$ cat src/sv/tsr_pkg.sv
`default_nettype none
// ----------------------------------------------------------------------------
// tsr_pkg: shared types and constants of the three-shear pixel rotator
// Widths of the fixed-point datapath, register codes and the rounding helper.
// ----------------------------------------------------------------------------
package tsr_pkg;

    localparam int COORD_W   = 12;   // source and destination coordinates
    localparam int DIM_W     = 13;   // image width and height registers
    localparam int COEF_W    = 18;   // signed Q1.16 coefficients
    localparam int PIX_W     = 32;   // pixel word on the channels
    localparam int Q_FRAC    = 16;   // fraction bits of the coefficients
    localparam int SUM_W     = 36;   // exact Q16 sum of every shear
    localparam int CFG_IDX_W = 2;

    // Centered coordinates and the result of each shear
    localparam int XY_W = 13;        // src - center
    localparam int X1_W = 15;        // shear one result
    localparam int Y1_W = 16;        // shear two result
    localparam int X2_W = 18;        // shear three result

    localparam int DEF_MAX_DIM    = 4096;
    localparam int DEF_PIXEL_BITS = 32;

    localparam logic [DIM_W-1:0] RST_WIDTH  = 13'd1024;
    localparam logic [DIM_W-1:0] RST_HEIGHT = 13'd1024;

    localparam logic [CFG_IDX_W-1:0] REG_TAN_HALF = 2'd0;
    localparam logic [CFG_IDX_W-1:0] REG_SIN      = 2'd1;
    localparam logic [CFG_IDX_W-1:0] REG_WIDTH    = 2'd2;
    localparam logic [CFG_IDX_W-1:0] REG_HEIGHT   = 2'd3;

    localparam logic signed [SUM_W-1:0] RND_POS = 36'sd32768;
    localparam logic signed [SUM_W-1:0] RND_NEG = 36'sd32767;

    typedef struct packed {
        logic signed [COEF_W-1:0] tan_half;
        logic signed [COEF_W-1:0] sin_val;
        logic [DIM_W-1:0]         width;    // clamped to the maximum dimension
        logic [DIM_W-1:0]         height;
        logic [COORD_W-1:0]       cx;
        logic [COORD_W-1:0]       cy;
    } t_cfg;

    // Q16 to integer, ties away from zero
    function automatic logic signed [SUM_W-1:0] round_q16(
        input logic signed [SUM_W-1:0] num
    );
        logic signed [SUM_W-1:0] bias;
        bias = num[SUM_W-1] ? RND_NEG : RND_POS;
        return (num + bias) >>> Q_FRAC;
    endfunction

endpackage

`default_nettype wire

$ cat src/sv/tsr_ifs.sv
`default_nettype none
// ----------------------------------------------------------------------------
// tsr_ifs: channel interfaces of the three-shear pixel rotator
// Source pixel channel, destination pixel channel and register write channel.
// ----------------------------------------------------------------------------
interface tsr_in_if;
    logic                        valid;
    logic                        ready;
    logic [tsr_pkg::COORD_W-1:0] src_x;
    logic [tsr_pkg::COORD_W-1:0] src_y;
    logic [tsr_pkg::PIX_W-1:0]   src_pixel;

    modport source (output valid, output src_x, output src_y, output src_pixel,
                    input ready);
    modport sink   (input valid, input src_x, input src_y, input src_pixel,
                    output ready);
endinterface

interface tsr_out_if;
    logic                        valid;
    logic                        ready;
    logic [tsr_pkg::COORD_W-1:0] dst_x;
    logic [tsr_pkg::COORD_W-1:0] dst_y;
    logic [tsr_pkg::PIX_W-1:0]   dst_pixel;

    modport source (output valid, output dst_x, output dst_y, output dst_pixel,
                    input ready);
    modport sink   (input valid, input dst_x, input dst_y, input dst_pixel,
                    output ready);
endinterface

interface tsr_cfg_if;
    logic                          valid;
    logic                          ready;
    logic [tsr_pkg::CFG_IDX_W-1:0] index;
    logic [tsr_pkg::COEF_W-1:0]    data;

    modport source (output valid, output index, output data, input ready);
    modport sink   (input valid, input index, input data, output ready);
endinterface

`default_nettype wire

$ cat src/sv/three_shear_pixel_rotator.sv
`default_nettype none
// ----------------------------------------------------------------------------
// three_shear_pixel_rotator: forward-maps pixels through three shears
// Rotates each source pixel about the image center by x-y-x shears.
// ----------------------------------------------------------------------------
// Usage:
//   i_in   carries one request per pixel: src_x, src_y and src_pixel.
//   o_out  returns dst_x, dst_y and dst_pixel for every pixel whose rotated
//          position lies inside the image; other pixels are dropped silently.
//   i_cfg  writes tan(angle/2), sin(angle) (signed Q1.16), width, height.
//          Write it only while no pixel is in flight; it is always ready.
// Throughput: one request per clock, with no bubbles, while o_out.ready is held.
// Pipeline: 8 register stages: one centering stage, two stages per shear
//   (multiply, then round) and the bound-check output stage.
// Reset clears all stage valid bits and loads tan = sin = 0 and a
//   1024 x 1024 image. When the receiver stalls, each stage holds as long
//   as the stage after it is full; i_in.ready drops once every stage is
//   occupied, so no request is lost or repeated.
// ----------------------------------------------------------------------------
module three_shear_pixel_rotator #(
    parameter int MAX_DIM    = tsr_pkg::DEF_MAX_DIM,
    parameter int PIXEL_BITS = tsr_pkg::DEF_PIXEL_BITS
) (
    input  wire logic i_clk,
    input  wire logic i_rst_n,
    tsr_in_if.sink    i_in,
    tsr_cfg_if.sink   i_cfg,
    tsr_out_if.source o_out
);
    import tsr_pkg::*;

    localparam logic [PIX_W-1:0] PIX_MASK = (PIXEL_BITS >= PIX_W) ? {PIX_W{1'b1}}
        : PIX_W'((64'd1 << PIXEL_BITS) - 64'd1);

    t_cfg cfg;

    // centering stage
    logic                   r_cv;
    logic signed [XY_W-1:0] r_x;
    logic signed [XY_W-1:0] r_y;
    logic [PIX_W-1:0]       r_pix;
    logic                   c_ready;

    // shear one: x1 = round(x - y * T)
    logic                   s1_ready;
    logic                   s1_valid;
    logic signed [X1_W-1:0] s1_x1;
    logic signed [XY_W-1:0] s1_y;
    logic [PIX_W-1:0]       s1_pix;

    // shear two: y1 = round(y + x1 * S)
    logic                   s2_ready;
    logic                   s2_valid;
    logic signed [Y1_W-1:0] s2_y1;
    logic signed [X1_W-1:0] s2_x1;
    logic [PIX_W-1:0]       s2_pix;

    // shear three: x2 = round(x1 - y1 * T)
    logic                   s3_ready;
    logic                   s3_valid;
    logic signed [X2_W-1:0] s3_x2;
    logic signed [Y1_W-1:0] s3_y1;
    logic [PIX_W-1:0]       s3_pix;

    logic                   out_ready;

    tsr_cfg #(
        .MAX_DIM (MAX_DIM)
    ) u_cfg (
        .i_clk   (i_clk),
        .i_rst_n (i_rst_n),
        .i_cfg   (i_cfg),
        .o_cfg   (cfg)
    );

    // Shift the source point to center-relative coordinates
    assign c_ready    = !r_cv || s1_ready;
    assign i_in.ready = c_ready;

    always_ff @(posedge i_clk) begin
        if (!i_rst_n) begin
            r_cv <= 1'b0;
        end else if (c_ready) begin
            r_cv <= i_in.valid;
        end
    end

    always_ff @(posedge i_clk) begin
        if (c_ready && i_in.valid) begin
            r_x   <= $signed({1'b0, i_in.src_x}) - $signed({1'b0, cfg.cx});
            r_y   <= $signed({1'b0, i_in.src_y}) - $signed({1'b0, cfg.cy});
            r_pix <= i_in.src_pixel & PIX_MASK;
        end
    end

    tsr_shear #(
        .A_W      (XY_W),
        .B_W      (XY_W),
        .R_W      (X1_W),
        .SIDE_W   (PIX_W),
        .SUBTRACT (1'b1)
    ) u_shear1 (
        .i_clk   (i_clk),
        .i_rst_n (i_rst_n),
        .i_valid (r_cv),
        .o_ready (s1_ready),
        .i_a     (r_x),
        .i_b     (r_y),
        .i_side  (r_pix),
        .i_coef  (cfg.tan_half),
        .o_valid (s1_valid),
        .i_ready (s2_ready),
        .o_res   (s1_x1),
        .o_b     (s1_y),
        .o_side  (s1_pix)
    );

    tsr_shear #(
        .A_W      (XY_W),
        .B_W      (X1_W),
        .R_W      (Y1_W),
        .SIDE_W   (PIX_W),
        .SUBTRACT (1'b0)
    ) u_shear2 (
        .i_clk   (i_clk),
        .i_rst_n (i_rst_n),
        .i_valid (s1_valid),
        .o_ready (s2_ready),
        .i_a     (s1_y),
        .i_b     (s1_x1),
        .i_side  (s1_pix),
        .i_coef  (cfg.sin_val),
        .o_valid (s2_valid),
        .i_ready (s3_ready),
        .o_res   (s2_y1),
        .o_b     (s2_x1),
        .o_side  (s2_pix)
    );

    tsr_shear #(
        .A_W      (X1_W),
        .B_W      (Y1_W),
        .R_W      (X2_W),
        .SIDE_W   (PIX_W),
        .SUBTRACT (1'b1)
    ) u_shear3 (
        .i_clk   (i_clk),
        .i_rst_n (i_rst_n),
        .i_valid (s2_valid),
        .o_ready (s3_ready),
        .i_a     (s2_x1),
        .i_b     (s2_y1),
        .i_side  (s2_pix),
        .i_coef  (cfg.tan_half),
        .o_valid (s3_valid),
        .i_ready (out_ready),
        .o_res   (s3_x2),
        .o_b     (s3_y1),
        .o_side  (s3_pix)
    );

    // Drop points that land outside the image, hold the rest for the sink
    tsr_out u_out (
        .i_clk   (i_clk),
        .i_rst_n (i_rst_n),
        .i_valid (s3_valid),
        .o_ready (out_ready),
        .i_x2    (s3_x2),
        .i_y1    (s3_y1),
        .i_pixel (s3_pix),
        .i_cfg   (cfg),
        .o_out   (o_out)
    );

endmodule

`default_nettype wire

$ cat src/sv/tsr_cfg.sv
`default_nettype none
// ----------------------------------------------------------------------------
// tsr_cfg: register file of the rotator
// Holds coefficients and image size; clamps the size and derives the center.
// ----------------------------------------------------------------------------
module tsr_cfg #(
    parameter int MAX_DIM = tsr_pkg::DEF_MAX_DIM
) (
    input  wire logic    i_clk,
    input  wire logic    i_rst_n,
    tsr_cfg_if.sink      i_cfg,
    output tsr_pkg::t_cfg o_cfg
);
    import tsr_pkg::*;

    logic signed [COEF_W-1:0] r_tan_half;
    logic signed [COEF_W-1:0] r_sin;
    logic [DIM_W-1:0]         r_width;
    logic [DIM_W-1:0]         r_height;
    logic [DIM_W-1:0]         w_clamp;
    logic [DIM_W-1:0]         h_clamp;

    assign i_cfg.ready = 1'b1;

    always_ff @(posedge i_clk) begin
        if (!i_rst_n) begin
            r_tan_half <= '0;
            r_sin      <= '0;
            r_width    <= RST_WIDTH;
            r_height   <= RST_HEIGHT;
        end else if (i_cfg.valid) begin
            unique case (i_cfg.index)
                REG_TAN_HALF: r_tan_half <= $signed(i_cfg.data);
                REG_SIN:      r_sin      <= $signed(i_cfg.data);
                REG_WIDTH:    r_width    <= i_cfg.data[DIM_W-1:0];
                REG_HEIGHT:   r_height   <= i_cfg.data[DIM_W-1:0];
                default: begin
                end
            endcase
        end
    end

    // saturate oversized dimensions
    assign w_clamp = (32'(r_width) > 32'(MAX_DIM))  ? DIM_W'(MAX_DIM) : r_width;
    assign h_clamp = (32'(r_height) > 32'(MAX_DIM)) ? DIM_W'(MAX_DIM) : r_height;

    always_comb begin
        o_cfg.tan_half = r_tan_half;
        o_cfg.sin_val  = r_sin;
        o_cfg.width    = w_clamp;
        o_cfg.height   = h_clamp;
        o_cfg.cx       = w_clamp[DIM_W-1:1];
        o_cfg.cy       = h_clamp[DIM_W-1:1];
    end

endmodule

`default_nettype wire

$ cat src/sv/tsr_shear.sv
`default_nettype none
// ----------------------------------------------------------------------------
// tsr_shear: one shear step, two pipeline stages
// Stage one registers b * coef; stage two rounds a * 2^16 +/- product.
// ----------------------------------------------------------------------------
module tsr_shear #(
    parameter int A_W  = 13,
    parameter int B_W  = 13,
    parameter int R_W  = 15,
    parameter int SIDE_W = 32,
    parameter bit SUBTRACT = 1'b1
) (
    input  wire logic                       i_clk,
    input  wire logic                       i_rst_n,
    input  wire logic                       i_valid,
    output      logic                       o_ready,
    input  wire logic signed [A_W-1:0]      i_a,
    input  wire logic signed [B_W-1:0]      i_b,
    input  wire logic [SIDE_W-1:0]          i_side,
    input  wire logic signed [tsr_pkg::COEF_W-1:0] i_coef,
    output      logic                       o_valid,
    input  wire logic                       i_ready,
    output      logic signed [R_W-1:0]      o_res,
    output      logic signed [B_W-1:0]      o_b,
    output      logic [SIDE_W-1:0]          o_side
);
    import tsr_pkg::*;

    localparam int P_W = B_W + COEF_W;

    // product stage
    logic                    r_pv;
    logic signed [P_W-1:0]   r_prod;
    logic signed [A_W-1:0]   r_pa;
    logic signed [B_W-1:0]   r_pb;
    logic [SIDE_W-1:0]       r_pside;
    logic signed [P_W-1:0]   n_prod;
    logic                    p_ready;

    // rounding stage
    logic                    r_rv;
    logic signed [R_W-1:0]   r_res;
    logic signed [B_W-1:0]   r_rb;
    logic [SIDE_W-1:0]       r_rside;
    logic                    r_ready;
    logic signed [SUM_W-1:0] a_q;
    logic signed [SUM_W-1:0] num;
    logic signed [SUM_W-1:0] n_res;

    assign r_ready = !r_rv || i_ready;
    assign p_ready = !r_pv || r_ready;
    assign o_ready = p_ready;

    assign n_prod = i_b * i_coef;

    always_ff @(posedge i_clk) begin
        if (!i_rst_n) begin
            r_pv <= 1'b0;
        end else if (p_ready) begin
            r_pv <= i_valid;
        end
    end

    always_ff @(posedge i_clk) begin
        if (p_ready && i_valid) begin
            r_prod  <= n_prod;
            r_pa    <= i_a;
            r_pb    <= i_b;
            r_pside <= i_side;
        end
    end

    assign a_q   = SUM_W'(r_pa) <<< Q_FRAC;
    assign num   = SUBTRACT ? (a_q - SUM_W'(r_prod)) : (a_q + SUM_W'(r_prod));
    assign n_res = round_q16(num);

    always_ff @(posedge i_clk) begin
        if (!i_rst_n) begin
            r_rv <= 1'b0;
        end else if (r_ready) begin
            r_rv <= r_pv;
        end
    end

    always_ff @(posedge i_clk) begin
        if (r_ready && r_pv) begin
            r_res   <= n_res[R_W-1:0];
            r_rb    <= r_pb;
            r_rside <= r_pside;
        end
    end

    assign o_valid = r_rv;
    assign o_res   = r_res;
    assign o_b     = r_rb;
    assign o_side  = r_rside;

endmodule

`default_nettype wire

$ cat src/sv/tsr_out.sv
`default_nettype none
// ----------------------------------------------------------------------------
// tsr_out: destination bound check and output register
// Moves the rotated point back to image coordinates; drops points outside.
// ----------------------------------------------------------------------------
module tsr_out (
    input  wire logic                                i_clk,
    input  wire logic                                i_rst_n,
    input  wire logic                                i_valid,
    output      logic                                o_ready,
    input  wire logic signed [tsr_pkg::X2_W-1:0]     i_x2,
    input  wire logic signed [tsr_pkg::Y1_W-1:0]     i_y1,
    input  wire logic [tsr_pkg::PIX_W-1:0]           i_pixel,
    input  wire tsr_pkg::t_cfg                       i_cfg,
    tsr_out_if.source                                o_out
);
    import tsr_pkg::*;

    localparam int DX_W = X2_W + 1;
    localparam int DY_W = Y1_W + 1;

    logic                  r_valid;
    logic [COORD_W-1:0]    r_dx;
    logic [COORD_W-1:0]    r_dy;
    logic [PIX_W-1:0]      r_pix;
    logic signed [DX_W-1:0] dx;
    logic signed [DY_W-1:0] dy;
    logic                  inb;
    logic                  load;

    assign dx = DX_W'(i_x2) + DX_W'($signed({1'b0, i_cfg.cx}));
    assign dy = DY_W'(i_y1) + DY_W'($signed({1'b0, i_cfg.cy}));

    assign inb = !dx[DX_W-1] && (dx < DX_W'($signed({1'b0, i_cfg.width})))
              && !dy[DY_W-1] && (dy < DY_W'($signed({1'b0, i_cfg.height})));

    assign load    = !r_valid || o_out.ready;
    assign o_ready = load;

    always_ff @(posedge i_clk) begin
        if (!i_rst_n) begin
            r_valid <= 1'b0;
        end else if (load) begin
            r_valid <= i_valid && inb;
        end
    end

    always_ff @(posedge i_clk) begin
        if (load && i_valid) begin
            r_dx  <= dx[COORD_W-1:0];
            r_dy  <= dy[COORD_W-1:0];
            r_pix <= i_pixel;
        end
    end

    assign o_out.valid     = r_valid;
    assign o_out.dst_x     = r_dx;
    assign o_out.dst_y     = r_dy;
    assign o_out.dst_pixel = r_pix;

endmodule

`default_nettype wire
$ cat src/flat_wrapper.sv
// flat-port wrapper written by rule: the top's interface ports become plain ports
module three_shear_pixel_rotator_flat import tsr_pkg::*;
#(
    parameter int MAX_DIM    = tsr_pkg::DEF_MAX_DIM,
    parameter int PIXEL_BITS = tsr_pkg::DEF_PIXEL_BITS
)
  (i_clk, i_rst_n, i_in_valid, i_in_src_x, i_in_src_y, i_in_src_pixel, i_in_ready, i_cfg_valid, i_cfg_index, i_cfg_data, i_cfg_ready, o_out_valid, o_out_dst_x, o_out_dst_y, o_out_dst_pixel, o_out_ready);
  tsr_in_if i_in_i ();
  tsr_cfg_if i_cfg_i ();
  tsr_out_if o_out_i ();
  input  wire logic i_clk;
  input  wire logic i_rst_n;
  input wire logic [$bits(i_in_i.valid)-1:0] i_in_valid;
  input wire logic [$bits(i_in_i.src_x)-1:0] i_in_src_x;
  input wire logic [$bits(i_in_i.src_y)-1:0] i_in_src_y;
  input wire logic [$bits(i_in_i.src_pixel)-1:0] i_in_src_pixel;
  output wire logic [$bits(i_in_i.ready)-1:0] i_in_ready;
  input wire logic [$bits(i_cfg_i.valid)-1:0] i_cfg_valid;
  input wire logic [$bits(i_cfg_i.index)-1:0] i_cfg_index;
  input wire logic [$bits(i_cfg_i.data)-1:0] i_cfg_data;
  output wire logic [$bits(i_cfg_i.ready)-1:0] i_cfg_ready;
  output wire logic [$bits(o_out_i.valid)-1:0] o_out_valid;
  output wire logic [$bits(o_out_i.dst_x)-1:0] o_out_dst_x;
  output wire logic [$bits(o_out_i.dst_y)-1:0] o_out_dst_y;
  output wire logic [$bits(o_out_i.dst_pixel)-1:0] o_out_dst_pixel;
  input wire logic [$bits(o_out_i.ready)-1:0] o_out_ready;
  assign i_in_i.valid = i_in_valid;
  assign i_in_i.src_x = i_in_src_x;
  assign i_in_i.src_y = i_in_src_y;
  assign i_in_i.src_pixel = i_in_src_pixel;
  assign i_in_ready = i_in_i.ready;
  assign i_cfg_i.valid = i_cfg_valid;
  assign i_cfg_i.index = i_cfg_index;
  assign i_cfg_i.data = i_cfg_data;
  assign i_cfg_ready = i_cfg_i.ready;
  assign o_out_valid = o_out_i.valid;
  assign o_out_dst_x = o_out_i.dst_x;
  assign o_out_dst_y = o_out_i.dst_y;
  assign o_out_dst_pixel = o_out_i.dst_pixel;
  assign o_out_i.ready = o_out_ready;
  three_shear_pixel_rotator #(.MAX_DIM(MAX_DIM), .PIXEL_BITS(PIXEL_BITS)) u_core (.i_clk(i_clk), .i_rst_n(i_rst_n), .i_in(i_in_i), .i_cfg(i_cfg_i), .o_out(o_out_i));
endmodule
$ cat config.mk
export PLATFORM = sky130hd
export DESIGN_NAME = three_shear_pixel_rotator_flat
export DESIGN_NICKNAME = d
export VERILOG_FILES = /design/src/sv/tsr_pkg.sv /design/src/sv/tsr_ifs.sv /design/src/sv/three_shear_pixel_rotator.sv /design/src/sv/tsr_cfg.sv /design/src/sv/tsr_shear.sv /design/src/sv/tsr_out.sv /design/src/flat_wrapper.sv
export SDC_FILE = /design/constraint.sdc
export NUM_CORES = 2
export LEC_CHECK = 0
export BUFFER_PORTS_ARGS = -buffer_cell sky130_fd_sc_hd__clkbuf_2
export CAP_MARGIN = 20
export CORE_ASPECT_RATIO = 0.8
export CORE_MARGIN = 5
export CORE_UTILIZATION = 45
export CTS_CLUSTER_DIAMETER = 150
export DETAILED_ROUTE_END_ITERATION = 8
export GPL_TIMING_DRIVEN = 0
export HOLD_SLACK_MARGIN = 0.1
export PLACE_DENSITY_LB_ADDON = 0.1
export SLEW_MARGIN = 20
export SYNTH_ARGS = -nofsm -noshare
export SYNTH_HDL_FRONTEND = slang
export SYNTH_SLANG_ARGS = --single-unit
$ cat constraint.sdc
create_clock -name i_clk -period 12.2 [get_ports i_clk]
set_clock_uncertainty 0.1 [all_clocks]
set_input_delay 0 -clock i_clk [delete_from_list [all_inputs] [get_ports i_clk]]
set_output_delay 0 -clock i_clk [all_outputs]
set_load 0.03 [all_outputs]
==> flow_summary.yaml <==
setup_path:
  critPathRequiredTime_ns: 12.55
  crit_family: "adder cells"
  cp_slowest_cell: "clkbuf_1"
  cp.arrival_ns: 9.10
  end_kind: "flop"
  criticalPathCategory: "reg2reg"
  worstPathCellList: "clkbuf_1, clkbuf_1, nand2_1, fa_1, inv_1, fa_1, fa_1, fa_1, fa_1, inv_1, fa_1, inv_1, ha_1, or3_1, a211oi_1, o21bai_1, a221o_1, a41o_1, o211ai_1, or4b_2, o211ai_1"
  path_buf_inv: 5
  cp_max_fo: 10
  max_stage_delay_ns: 0.73
  cpMostUsedCell: "fa_1"
  start_kind: "flop"
  r2r_slack_ns: 3.45
power_and_ir_drop:
  power_density_mw_per_mm2: 114
  peakVddDrop_mv: 0.131
  p_leak_nw: 28.5
  combPwrFrac_pct: 34.9
  switchingPower_mw: 2.54
  switching_share_pct: 34.5
  share_seq_of_total_power_pct: 36.5
  clock_power_share_pct: 28.6
  internal_power_mw: 4.83
  total_power_mw: 7.37
logic_synthesis:
  async_flop_share_pct: 0
  synth_common_cells: "inv_1, fa_1, nand2_1"
  synthFlopType: "edfxtp_1"
  synth.area.top_cells: "edfxtp_1, fa_1, ha_1"
  syn_inst: 5325
  syn_nets: 6599
  ys_seq_elements: 652
  avgSynthCellArea_sq_um: 10.8
  yosysUniqueCellTypes: 88
  yosysMostFrequentCell: "inv_1"
  yosysWarningCount: 0
  netlist_area_sq_mm: 0.0574
  yosysSeqAreaShare_pct: 32.9
  synth_top_area_share_pct: 30.4
  synth_edf_count: 582
  synth_area_leader_cell: "edfxtp_1"
cts:
  cts_tree: "yes"
  clock-sinks: 652
  clk_pin_slew_worst_paths_ns: 0.06
  cts_setup_buffers: 0
  cts.repair.resized: 0
  cts-root-buf: "clkbuf_16"
  cts_made_buffers: 69
  cts.htree.levels: 3
  cts.path.max_buffers: 3
  clk_latency_ns: 0.66
timing:
  fmax_mhz: 114
  tightest_slew_ns: 1.00
  finalMaxSlewViolations: 0
  fin_ws_ns: 3.45
  slew-limit-headroom_pct: 33.2
  fin_crit_ns: 8.75
  rsz0062_at_grt: "no"
  min_period_over_period_pct: 71.7
  setup_viol: 0
  hold_viol: 0
global_route:
  top_usage_layer: "met1"
  gr-usage-met3_pct: 5.42
  use_met1_pct: 36.4
  grt.total_usage_pct: 23.5
  grt_overflow: 0
  grt_max_degree: 38
  grt_pass1_vias: 39000
  met2_usage_pct: 33.7
  grt_pass1_wl_mm: 239
  antenna_found_initial: 19
floorplanning:
  core_sq_mm: 0.127
  dieArea_sq_mm: 0.135
  std_cell_rows: 117
  initial_core_util_pct: 45.2
  io_pins: 140
  die_w_um: 409
  fp.dieH_um: 329
route:
  drt_iter0_markers: 3326
  drc: 0
  vias_per_cell: 5.18
  ant_nets: 0
  routed_wl_mm: 156
  wire_per_inst_um: 21.0
  vias: 38500
  drtPass1Iterations: 6
layout:
  top_register: "u_core.u_shear3.r_prod"
  post_route_cells_drive_above_1_share_pct: 5.52
  largest_reg_flops: 34
  final_area_sq_mm: 0.0647
  final_nets: 6984
  final_core_util_pct: 51.0
  syn_to_final_growth_pct: 12.8
  fill_cells: 11400
  top_regs: "u_core.u_shear3.r_prod (34), u_core.u_shear2.r_prod (33)"
place:
  io_buffers: 136
  hpwl_mm: 127
  postPlaceCellArea_sq_mm: 0.0609
  gp_congestion: 0.912
  dpl_worst_slack_ns: 3.67
worst_hold_path:
  min_path_type: "in2reg"
run:
  drv_cap: 0
run_status:
  outcome: "completed"
-- cell usage in the layout, fill, tap and decap left out, types with 19 or more instances in the layout --
cell type,instances
dlygate4sd3_1,152
dfxtp_1,70
nand2b_1,42
nor3_1,47
xor2_1,61
ha_1,420
and3_1,21
nand4_1,23
clkbuf_2,136
a31oi_1,22
o21ai_0,94
inv_1,988
nor2b_1,36
fa_1,773
a21oi_1,152
nand3_1,35
a21boi_0,72
and2_1,340
a211oi_1,24
nor2_1,174
buf_16,20
o21a_1,29
clkbuf_1,168
edfxtp_1,582
clkbuf_16,69
nand2_1,658
o21bai_1,19
a21o_1,52
xnor2_1,186
-- cells by family (layout without fill, tap and decap cells) --
group | after synthesis | in the layout | share of synthesized area [%]
compound gates | 602 | 602 | 7.03
xor+xnor | 247 | 247 | 3.77
fa+ha+maj | 1193 | 1193 | 36.1
buf+inv | 1157 | 1594 | 7.65
flops | 652 | 652 | 32.9
mux | 5 | 5 | 0.0894
other cells | 1 | 9 | 0.00653
simple gates | 1468 | 1468 | 12.4
-- power by group through the flow --
stage	Clock (mW)	Sequential [mW]	Combinational [mW]
CTS	2.17	2.69	2.58
global placement	0	2.75	2.48
floorplan	0	2.68	1.81
detailed placement	0	2.74	2.51
finish	2.11	2.69	2.57
global route	2.26	2.70	2.91
-- through the flow --
stage,setup TNS [ns],instances,hold WS (ns)
finish,0,7436,0.187
global route,0,7429,0.162
CTS,0,7428,0.152
detailed placement,0,7153,0.0788
global placement,-61.17,7127,0.0776
floorplan,0,5325,-0.00113
-- routing by layer --
metal | share of wire (%) | vias up
met5 | 0.017 | -
met4 | 2.1 | 4
met3 | 8.5 | 179
met2 | 41 | 1186
met1 | 48 | 19200
li1 | - | 17900
-- worst paths after layout --
path	start	endpoint	cells past startpoint
max reg2reg	u_core.u_shear1.o_res[6]	u_core.u_shear2.r_prod[30]	21
max	u_core.u_shear1.o_res[6]	u_core.u_shear2.r_prod[30]	21
min reg2reg	u_core.u_shear2.o_b[12]	u_core.u_shear3.r_pa[12]	0
min	i_cfg_data[3]	u_core.u_cfg.r_height[3]	4
-- final cells by class --
type / count / area [sq um] / area share, %
Tap cell: 1666 / 2080 / 3.22
Clock buffer: 78 / 1760 / 2.72
Buffer: 169 / 679 / 1.05
Multi-Input combinational cell: 3516 / 34200 / 52.9
Timing Repair Buffer: 314 / 2860 / 4.42
Antenna cell: 8 / 20.0 / 0.0309
Clock inverter: 45 / 529 / 0.818
Sequential cell: 652 / 18900 / 29.2
Inverter: 988 / 3710 / 5.73
-- worst register-to-register path, delay by kind of cell (launching register included) --
| kind | cells | cell delay, ns |
|---|---|---|
| adder cells (fa/ha/maj) | 7 | 3.30 |
| AO/OA/AOI/OAI | 6 | 1.81 |
| buffers and inverters | 5 | 1.46 |
| AND/OR/NAND/NOR | 3 | 1.19 |
| flip-flops | 1 | 0.66 |
-- what timing repair did --
item	CTS	global route
endpoints found under the setup margin	0	0
hold endpoints to repair	182	0
hold buffers	152	0
Note: power is estimated with default switching activity, not from simulation.
